[src/design/sste_pkg.sv]
// ----------------------------------------------------------------------------
// sste_pkg: shared types and constants of the sorted software timer engine
// Holds the widths, command codes and the divider request and answer types.
// ----------------------------------------------------------------------------
package sste_pkg;

   localparam int FUNC_BITS = 2;
   localparam int ID_BITS   = 4;
   localparam int IVAL_BITS = 32;
   localparam int MPT_BITS  = 16;
   localparam logic [MPT_BITS-1:0] MPT_RESET = 16'd10;

   typedef enum logic [FUNC_BITS-1:0] {
      FUNC_TICK  = 2'd0,
      FUNC_SET   = 2'd1,
      FUNC_START = 2'd2,
      FUNC_STOP  = 2'd3
   } func_type;

   // divider request and answer
   typedef struct packed {
      logic                 start;
      logic [IVAL_BITS-1:0] dividend;
      logic [MPT_BITS-1:0]  divisor;
   } div_req_type;

   typedef struct packed {
      logic                 done;
      logic [IVAL_BITS:0]   quotient;
   } div_rsp_type;

endpackage

[src/design/sste_divider.sv]
// ----------------------------------------------------------------------------
// sste_divider: restoring divider
// Computes ceil(dividend / divisor) one quotient bit per cycle.
// ----------------------------------------------------------------------------
module sste_divider (
   input  logic                 clock,
   input  logic                 reset,
   input  sste_pkg::div_req_type req,
   output sste_pkg::div_rsp_type rsp
);
   import sste_pkg::*;

   localparam int NB = IVAL_BITS + MPT_BITS; // numerator width after rounding offset
   localparam int CB = $clog2(NB + 1);

   logic [NB-1:0]      num_ff, num_in;
   logic [MPT_BITS:0]  rem_ff, rem_in;
   logic [MPT_BITS-1:0] dsr_ff, dsr_in;
   logic [CB-1:0]      cnt_ff, cnt_in;
   logic               busy_ff, busy_in;
   logic               done_ff, done_in;
   logic [MPT_BITS+1:0] trial;

   always_comb begin
      num_in  = num_ff;
      rem_in  = rem_ff;
      dsr_in  = dsr_ff;
      cnt_in  = cnt_ff;
      busy_in = busy_ff;
      done_in = 1'b0;
      trial   = {rem_ff, num_ff[NB-1]} - {2'b00, dsr_ff};
      if (req.start) begin
         // ceil via (n + d - 1) / d
         num_in  = NB'(req.dividend) + NB'(req.divisor) - NB'(1);
         dsr_in  = req.divisor;
         rem_in  = '0;
         cnt_in  = CB'(NB);
         busy_in = 1'b1;
      end else if (busy_ff) begin
         if (!trial[MPT_BITS+1]) begin
            rem_in = trial[MPT_BITS:0];
            num_in = {num_ff[NB-2:0], 1'b1};
         end else begin
            rem_in = {rem_ff[MPT_BITS-1:0], num_ff[NB-1]};
            num_in = {num_ff[NB-2:0], 1'b0};
         end
         cnt_in = cnt_ff - CB'(1);
         if (cnt_ff == CB'(1)) begin
            busy_in = 1'b0;
            done_in = 1'b1;
         end
      end
   end

   always_ff @(posedge clock) begin
      if (reset) begin
         busy_ff <= 1'b0;
         done_ff <= 1'b0;
         cnt_ff  <= '0;
      end else begin
         busy_ff <= busy_in;
         done_ff <= done_in;
         cnt_ff  <= cnt_in;
      end
      num_ff <= num_in;
      rem_ff <= rem_in;
      dsr_ff <= dsr_in;
   end

   assign rsp.done     = done_ff;
   assign rsp.quotient = num_ff[IVAL_BITS:0];

endmodule

[src/design/sorted_software_timer_engine.sv]
// ----------------------------------------------------------------------------
// sorted_software_timer_engine: ordered one-shot timer list
// Timer bank with a sorted expiry list walked by a small sequencer.
// ----------------------------------------------------------------------------
// a set with a nonzero interval runs the divider, one quotient bit per cycle;
// start and stop walk the list one entry per cycle; a tick walks the expired
// front entries one per cycle and then emits one item per cycle while rsp_tready
// is high. one command is in work at a time; req_tready is low meanwhile.
// reset clears time, durations, running flags and the list count.
module sorted_software_timer_engine #(
   parameter int NUM_SLOTS = 16,
   parameter int TIME_BITS = 32
) (
   input  logic        clock,
   input  logic        reset,
   input  logic        req_tvalid,
   output logic        req_tready,
   input  logic [39:0] req_tdata,  // func[1:0], slot_id[5:2], interval_ms[37:6]
   output logic        rsp_tvalid,
   input  logic        rsp_tready,
   output logic [7:0]  rsp_tdata,  // expired_id[3:0]
   output logic        rsp_tlast,  // last_expired
   input  logic        csr_psel,
   input  logic        csr_penable,
   input  logic        csr_pwrite,
   input  logic [1:0]  csr_paddr,
   input  logic [31:0] csr_pwdata,
   output logic [31:0] csr_prdata,
   output logic        csr_pready
);
   import sste_pkg::*;

   localparam int SB = (NUM_SLOTS > 1) ? $clog2(NUM_SLOTS) : 1;
   localparam int CB = $clog2(NUM_SLOTS + 1);
   localparam logic [TIME_BITS-1:0] DUR_MAX = {1'b0, {(TIME_BITS-1){1'b1}}};

   typedef enum logic [7:0] {
      ST_IDLE   = 8'b0000_0001,
      ST_DIV    = 8'b0000_0010,
      ST_FIND   = 8'b0000_0100,
      ST_SHL    = 8'b0000_1000,
      ST_SEEK   = 8'b0001_0000,
      ST_SHR    = 8'b0010_0000,
      ST_EXPIRE = 8'b0100_0000,
      ST_EMIT   = 8'b1000_0000
   } state_type;

   state_type           state_ff, state_in;
   logic [MPT_BITS-1:0] mpt_ff, mpt_in;
   logic [TIME_BITS-1:0] now_ff, now_in;
   logic [TIME_BITS-1:0] dur_ff [NUM_SLOTS];
   logic [TIME_BITS-1:0] exp_ff [NUM_SLOTS];
   logic [NUM_SLOTS-1:0] run_ff, run_in;
   logic [SB-1:0]       list_ff [NUM_SLOTS];
   logic [CB-1:0]       cnt_ff, cnt_in;
   logic [CB-1:0]       idx_ff, idx_in;
   logic [CB-1:0]       nexp_ff, nexp_in;
   logic [CB-1:0]       drop_ff, drop_in;
   func_type            func_ff, func_in;
   logic [ID_BITS-1:0]  sid_ff, sid_in;
   logic [TIME_BITS-1:0] nexp_time_ff, nexp_time_in;
   logic [SB-1:0]       gone_ff [NUM_SLOTS];
   logic                rv_ff, rv_in;

   // list edits decided in comb logic
   logic                lw_en, dw_en, ew_en, gw_en;
   logic [SB-1:0]       lw_idx, lw_val, dw_idx, ew_idx, gw_idx;
   logic [TIME_BITS-1:0] dw_val, ew_val;

   div_req_type dreq;
   div_rsp_type drsp;

   logic [SB-1:0] sid_s, idx_s, idx_m1;
   logic [SB-1:0] head_id;
   logic [TIME_BITS-1:0] diff;
   logic          in_bank;
   logic          acc;
   logic          cfg_wr;

   sste_divider u_div (.clock(clock), .reset(reset), .req(dreq), .rsp(drsp));

   assign sid_s   = SB'(sid_ff);
   assign idx_s   = idx_ff[SB-1:0];
   assign idx_m1  = SB'(idx_ff - CB'(1));
   assign in_bank = (32'(req_tdata[5:2]) < NUM_SLOTS);
   assign acc     = req_tvalid && req_tready;
   assign req_tready = (state_ff == ST_IDLE) && !rv_ff;
   assign cfg_wr  = csr_psel && csr_penable && csr_pwrite && csr_pready;
   assign csr_pready = 1'b1;
   assign csr_prdata = (csr_paddr == 2'd0) ? 32'(mpt_ff) : 32'd0;
   assign rsp_tvalid = rv_ff;
   assign rsp_tdata  = 8'(gone_ff[SB'(nexp_ff - CB'(1))]);
   assign rsp_tlast  = (nexp_ff == CB'(1));
   assign head_id    = list_ff[idx_s];

   always_comb begin
      state_in     = state_ff;
      mpt_in       = cfg_wr && (csr_paddr == 2'd0) ? csr_pwdata[MPT_BITS-1:0] : mpt_ff;
      now_in       = now_ff;
      run_in       = run_ff;
      cnt_in       = cnt_ff;
      idx_in       = idx_ff;
      nexp_in      = nexp_ff;
      drop_in      = drop_ff;
      func_in      = func_ff;
      sid_in       = sid_ff;
      nexp_time_in = nexp_time_ff;
      rv_in        = rv_ff;
      lw_en = 1'b0; lw_idx = '0; lw_val = '0;
      dw_en = 1'b0; dw_idx = sid_s; dw_val = '0;
      ew_en = 1'b0; ew_idx = sid_s; ew_val = nexp_time_ff;
      gw_en = 1'b0; gw_idx = nexp_ff[SB-1:0];
      dreq.start    = 1'b0;
      dreq.dividend = req_tdata[37:6];
      dreq.divisor  = (mpt_ff == '0) ? MPT_BITS'(1) : mpt_ff;
      diff = '0;
      case (state_ff)
         ST_IDLE: begin
            if (acc) begin
               func_in = func_type'(req_tdata[1:0]);
               sid_in  = req_tdata[5:2];
               idx_in  = '0;
               nexp_in = '0;
               if (func_type'(req_tdata[1:0]) == FUNC_TICK) begin
                  now_in   = now_ff + TIME_BITS'(1);
                  state_in = ST_EXPIRE;
               end else if (in_bank) begin
                  case (func_type'(req_tdata[1:0]))
                     FUNC_SET: begin
                        if (req_tdata[37:6] == '0) begin
                           dw_en = 1'b1;
                           dw_idx = SB'(req_tdata[5:2]);
                        end else begin
                           dreq.start = 1'b1;
                           state_in   = ST_DIV;
                        end
                     end
                     default: state_in = ST_FIND;
                  endcase
               end
            end
         end
         ST_DIV: begin
            if (drsp.done) begin
               dw_en = 1'b1;
               if (drsp.quotient >= 33'(DUR_MAX) - 33'd1) dw_val = DUR_MAX;
               else dw_val = TIME_BITS'(drsp.quotient + 33'd1);
               state_in = ST_IDLE;
            end
         end
         ST_FIND: begin
            // locate running slot in the list, then close the gap
            if (!run_ff[sid_s] || idx_ff >= cnt_ff) begin
               run_in[sid_s] = 1'b0;
               idx_in = '0;
               nexp_time_in = now_ff + dur_ff[sid_s];
               if (func_ff == FUNC_START && dur_ff[sid_s] != '0) state_in = ST_SEEK;
               else state_in = ST_IDLE;
            end else if (head_id == sid_s) begin
               state_in = ST_SHL;
            end else begin
               idx_in = idx_ff + CB'(1);
            end
         end
         ST_SHL: begin
            if (idx_ff + CB'(1) >= cnt_ff) begin
               cnt_in = cnt_ff - CB'(1);
               run_in[sid_s] = 1'b0;
               idx_in = '0;
               nexp_time_in = now_ff + dur_ff[sid_s];
               if (func_ff == FUNC_START && dur_ff[sid_s] != '0) state_in = ST_SEEK;
               else state_in = ST_IDLE;
            end else begin
               lw_en = 1'b1; lw_idx = idx_s; lw_val = list_ff[SB'(idx_ff + CB'(1))];
               idx_in = idx_ff + CB'(1);
            end
         end
         ST_SEEK: begin
            diff = exp_ff[head_id] - nexp_time_ff;
            if (idx_ff >= cnt_ff || !diff[TIME_BITS-1]) begin
               nexp_in  = idx_ff;   // insertion point
               idx_in   = cnt_ff;
               ew_en    = 1'b1;
               run_in[sid_s] = 1'b1;
               state_in = ST_SHR;
            end else begin
               idx_in = idx_ff + CB'(1);
            end
         end
         ST_SHR: begin
            lw_en = 1'b1; lw_idx = idx_s;
            if (idx_ff == nexp_ff) begin
               lw_val   = sid_s;
               cnt_in   = cnt_ff + CB'(1);
               nexp_in  = '0;
               state_in = ST_IDLE;
            end else begin
               lw_val = list_ff[idx_m1];
               idx_in = idx_ff - CB'(1);
            end
         end
         ST_EXPIRE: begin
            diff = now_ff - exp_ff[head_id];
            if (idx_ff < cnt_ff && !diff[TIME_BITS-1]) begin
               gw_en = 1'b1; gw_idx = idx_s;
               run_in[head_id] = 1'b0;
               idx_in  = idx_ff + CB'(1);
               nexp_in = idx_ff + CB'(1);
            end else if (idx_ff == '0) begin
               state_in = ST_IDLE;
            end else begin
               // compact the list by the number removed
               drop_in  = idx_ff;
               cnt_in   = cnt_ff - idx_ff;
               idx_in   = '0;
               state_in = ST_EMIT;
               rv_in    = 1'b1;
            end
         end
         ST_EMIT: begin
            if (idx_ff < cnt_ff) begin
               lw_en = 1'b1; lw_idx = idx_s;
               lw_val = list_ff[SB'(idx_ff + drop_ff)];
               idx_in = idx_ff + CB'(1);
            end
            if (rv_ff && rsp_tready) begin
               nexp_in = nexp_ff - CB'(1);
               if (nexp_ff == CB'(1)) rv_in = 1'b0;
            end
            if (!rv_in && !(idx_ff < cnt_ff)) begin
               state_in = ST_IDLE;
            end
         end
         default: state_in = ST_IDLE;
      endcase
   end

   always_ff @(posedge clock) begin
      if (reset) begin
         state_ff <= ST_IDLE;
         mpt_ff   <= MPT_RESET;
         now_ff   <= '0;
         run_ff   <= '0;
         cnt_ff   <= '0;
         rv_ff    <= 1'b0;
         for (int i = 0; i < NUM_SLOTS; i++) dur_ff[i] <= '0;
      end else begin
         state_ff <= state_in;
         mpt_ff   <= mpt_in;
         now_ff   <= now_in;
         run_ff   <= run_in;
         cnt_ff   <= cnt_in;
         rv_ff    <= rv_in;
         if (dw_en) dur_ff[dw_idx] <= dw_val;
      end
      idx_ff       <= idx_in;
      nexp_ff      <= nexp_in;
      drop_ff      <= drop_in;
      func_ff      <= func_in;
      sid_ff       <= sid_in;
      nexp_time_ff <= nexp_time_in;
      if (lw_en) list_ff[lw_idx] <= lw_val;
      if (ew_en) exp_ff[ew_idx] <= ew_val;
      if (gw_en) gone_ff[gw_idx] <= head_id;
   end

   a_cnt_range: assert property (@(posedge clock) disable iff (reset)
      cnt_ff <= CB'(NUM_SLOTS)) else $error("list count beyond bank");
   a_ready_idle: assert property (@(posedge clock) disable iff (reset)
      req_tready |-> state_ff == ST_IDLE) else $error("ready while busy");
   a_rsp_emit: assert property (@(posedge clock) disable iff (reset)
      rsp_tvalid |-> state_ff == ST_EMIT) else $error("item outside emit");
   a_run_count: assert property (@(posedge clock) disable iff (reset)
      state_ff == ST_IDLE |-> $countones(run_ff) == 32'(cnt_ff))
      else $error("running flags disagree with list");

endmodule

[config.mk]
export PLATFORM = sky130hd
export DESIGN_NAME = sorted_software_timer_engine
export DESIGN_NICKNAME = d
export VERILOG_FILES = /design/src/design/sste_pkg.sv /design/src/design/sste_divider.sv /design/src/design/sorted_software_timer_engine.sv
export SDC_FILE = /design/constraint.sdc
export NUM_CORES = 2
export LEC_CHECK = 0
export ABC_AREA = 1
export BUFFER_PORTS_ARGS = -buffer_cell sky130_fd_sc_hd__buf_2
export CAP_MARGIN = 15
export CORE_ASPECT_RATIO = 0.75
export CORE_MARGIN = 2
export CORE_UTILIZATION = 30
export CTS_BUF_LIST = sky130_fd_sc_hd__clkbuf_4
export DETAILED_ROUTE_END_ITERATION = 7
export SLEW_MARGIN = 25
export SYNTH_ARGS = -nofsm -noshare
export SYNTH_HDL_FRONTEND = slang
export SYNTH_HIERARCHICAL = 1
export SYNTH_SLANG_ARGS = --single-unit
[constraint.sdc]
create_clock -name clock -period 8.2 [get_ports clock]
set_clock_uncertainty 0.05 [all_clocks]
set_input_delay 1.64 -clock clock [delete_from_list [all_inputs] [get_ports clock]]
set_output_delay 1.64 -clock clock [all_outputs]
set_load 0.03 [all_outputs]
==> impl_metrics.toml <==
[die]
dieArea_sq_um = 228000
fp-row-count = 150
start_util = 0.302
die_y_microns = 414
pin_count = 125
core_sq_um = 223000
die_w_microns = 551

[drt]
num_vias = 50302
firstDrtPassIters = 7
ant_nets = 0
drcViolationCount = 0
drt_iter0_markers = 5778
viasPerCell = 5.05
avgRoutedWirePerCell_microns = 19.6
totalWireLength_mm = 195

[synthesis]
synth_common_cells = "1268 x edfxtp_1, 1024 x nand2_1, 812 x nor2_1, 677 x inv_1, 405 x o21ai_0"
ys_ff_latch = 1379
synthesis.area_sq_um = 67200
synth_async_sr_flop_share = 0
synth_edf_count = 1268
ys_top_cells_by_area = "edfxtp_1 57%, nand2_1 5.7%, nor2_1 4.5%"
synth.distinct_cells = 65
avgSynthCellArea_sq_um = 10.2
synth_top_cell_by_area = "edfxtp_1"
postSynthCellCount = 6588
yosys_most_used_dff = "edfxtp_1"
yosys_warnings = 6
yosysMostFrequentCell = "edfxtp_1"
seq_area_frac_synth = 0.600
synth_top_area_frac = 0.566

[worst_setup_path]
worst_path_largest_cell_delay_ns = 0.59
worstSetupStartpointType = "flop"
cp_max_fo = 33
slowest_stage = "dfxtp_1"
arrival_ns = 7.49
rrSetupSlack_ns = 1.36
crit_type = "flop to flop"
critPathCaptureType = "flop"
cp_data_required_time_ns = 8.85
cp_common_cell = "nand2_1"
path_cells = "inv_1, nand3_1, nand3_2, nand2_4, inv_2, nand2_1, inv_2, buf_12, a22oi_1, nand2_1, nand2_1, nand4_1, ha_1, nand4_1, a31oi_1, a2111oi_0, nand2_1, nand2_1, nand3_1, nand3_1, nand2_2, nor2_4, buf_4"

[cts]
postCtsSetupBuffers = 0
cts_tree = "built"
clkSlewWorstSetupHoldPaths_ns = 0.07
post_cts_resized = 0
clock-sinks = 1379
numCtsBuffers = 332
htreeDepth = 5
cts_root_buf = "clkbuf_4"
clockBufferDepth = 4
clk_latency_ns = 1.19
cts_hold_buf = 0

[cells_and_area]
drive_above_1_share = 0.123
final_cells = 9956
area_growth_pct = 12.1
final.fill_count = 22299
layout.nets = 7027

[power_and_ir_drop]
combPwrFrac = 0.434
leakage_nw = 28.2
p_int_w = 0.0146
power.switching_w = 0.0112
vdd_drop_max_uv = 349
p_per_area_nw_per_um2 = 343
power_frac_clock = 0.225
power_frac_seq = 0.341
p_sw_frac = 0.433

[timing]
rsz0062_at_grt = "false"
fin_crit_sh = 0.834
relSlewSlack = 0.252
tightest_slew_ns = 1.12
final.setup.tns_ns = 0
holdWs_ns = 0.428
worst_slack_ns = 1.36
hold_viol_final = 0
slew_viol_final = 0
period_needed_ns = 6.84
fmax_ghz = 0.146
finalSetupViolations = 0

[place]
dpl.hpwl_mm = 119
pre_cts_ws_ns = 1.47
placedCellCount = 9387
gp_congestion = 0.915
portBuffers = 85

[flow_run]
drv_cap = 0

[min_path]
hold_class = "flop to flop"

[outcome]
status = "completed"

[global_route]
grt_max_degree = 89
track_usage = 0.167
grt_antenna_before_repair = 9
grt_pass1_wl_mm = 292
grt-ovfl-total = 0
first_global_vias = 47854
## worst max-delay path, delay by kind of cell (launching register included)
kind	cells	cell delay [ns]
and+or+nand+nor	14	3.12
adders and majority gates	1	0.46
AOI/OAI and AO/OA	3	0.58
DFF	1	0.59
buffers and inverters	5	1.52
## cells in the final DEF (no fill, tap or decap), types with 15 or more instances in the layout
cell type / n
a21oi_1: 350
a22oi_1: 178
buf_12: 17
buf_2: 85
buf_4: 109
clkbuf_4: 476
clkinv_1: 58
conb_1: 37
dfxtp_1: 107
edfxtp_1: 1268
ha_1: 181
inv_1: 673
inv_2: 26
mux2i_1: 139
nand2_1: 1007
nand2_2: 18
nand3_1: 241
nand4_1: 81
nor2_1: 795
nor2_4: 22
nor3_1: 46
nor4_1: 32
o211ai_1: 184
o21a_1: 15
o21ai_0: 405
o21ai_1: 40
o221ai_1: 21
o22ai_1: 80
or2_2: 15
xnor2_1: 40
xor2_1: 58
## state kept, by name, indices dropped and copies added (netlist names), 16 cells and up, named ones only
name	cells
mpt_ff	16
exp_ff	512
u_div/dsr_ff	16
list_ff	64
u_div/num_ff	48
ew_val	32
run_ff	16
dur_ff	512
u_div/rem_ff	17
now_ff	32
gone_ff	64
## power groups by stage
stage | logic [W] | registers [W] | clock network (W)
global placement | 0.0109 | 0.00894 | 0
global route | 0.0123 | 0.00887 | 0.00629
floorplan | 0.00755 | 0.00865 | 0
finish | 0.0112 | 0.00881 | 0.00580
CTS | 0.0111 | 0.00881 | 0.00591
detailed placement | 0.0110 | 0.00896 | 0
## area by class of cell
cell class | count | area [sq um] | area share
repair buffers | 214 | 1650 | 0.0219
clock inverters | 87 | 602 | 0.00799
multi-input cells | 4134 | 22900 | 0.304
diodes | 4 | 10.0 | 0.000133
clock buffers | 476 | 3570 | 0.0474
well taps | 2964 | 3710 | 0.0492
flip-flops and latches | 1379 | 40300 | 0.535
inverters | 698 | 2630 | 0.0348
## stage by stage
stage | utilization | instance area [sq um] | power, W
floorplan | - | 67300 | 0.0162
global placement | 0.319 | 71000 | 0.0198
detailed placement | 0.319 | 71100 | 0.0200
CTS | 0.338 | 75300 | 0.0258
global route | 0.338 | 75400 | 0.0275
finish | 0.338 | 75400 | 0.0258
## cells by family (layout without fill, tap and decap cells)
kind of cell | after synthesis | after routing | share of synthesized area
buffers and inverters | 1110 | 1475 | 0.0664
adders and majority gates | 187 | 187 | 0.0355
AOI/OAI and AO/OA | 1353 | 1353 | 0.120
muxes | 143 | 143 | 0.0214
DFF | 1379 | 1379 | 0.600
xor gates and xnor gates | 98 | 98 | 0.0128
other | 2 | 41 | 0.000112
and+or+nand+nor | 2316 | 2316 | 0.144
## worst paths after layout
kind                            startpoint              end  cells after the start
worst max-delay path                  flop    exp_ff[13][4]                     23
worst min-delay path             mpt_ff[8]  u_div/dsr_ff[8]                      0
worst max register to register        flop    exp_ff[13][4]                     23
worst min register to register   mpt_ff[8]  u_div/dsr_ff[8]                      0
## per-layer routing
metal | GRT usage | wire, microns | up-vias
met5 | 0 | 34 | -
li1 | - | - | 23503
met4 | 0.0404 | 3570 | 6
met1 | 0.249 | 90900 | 24352
met2 | 0.245 | 81900 | 2143
met3 | 0.0340 | 18400 | 298
(Power assumes the default switching activity.)
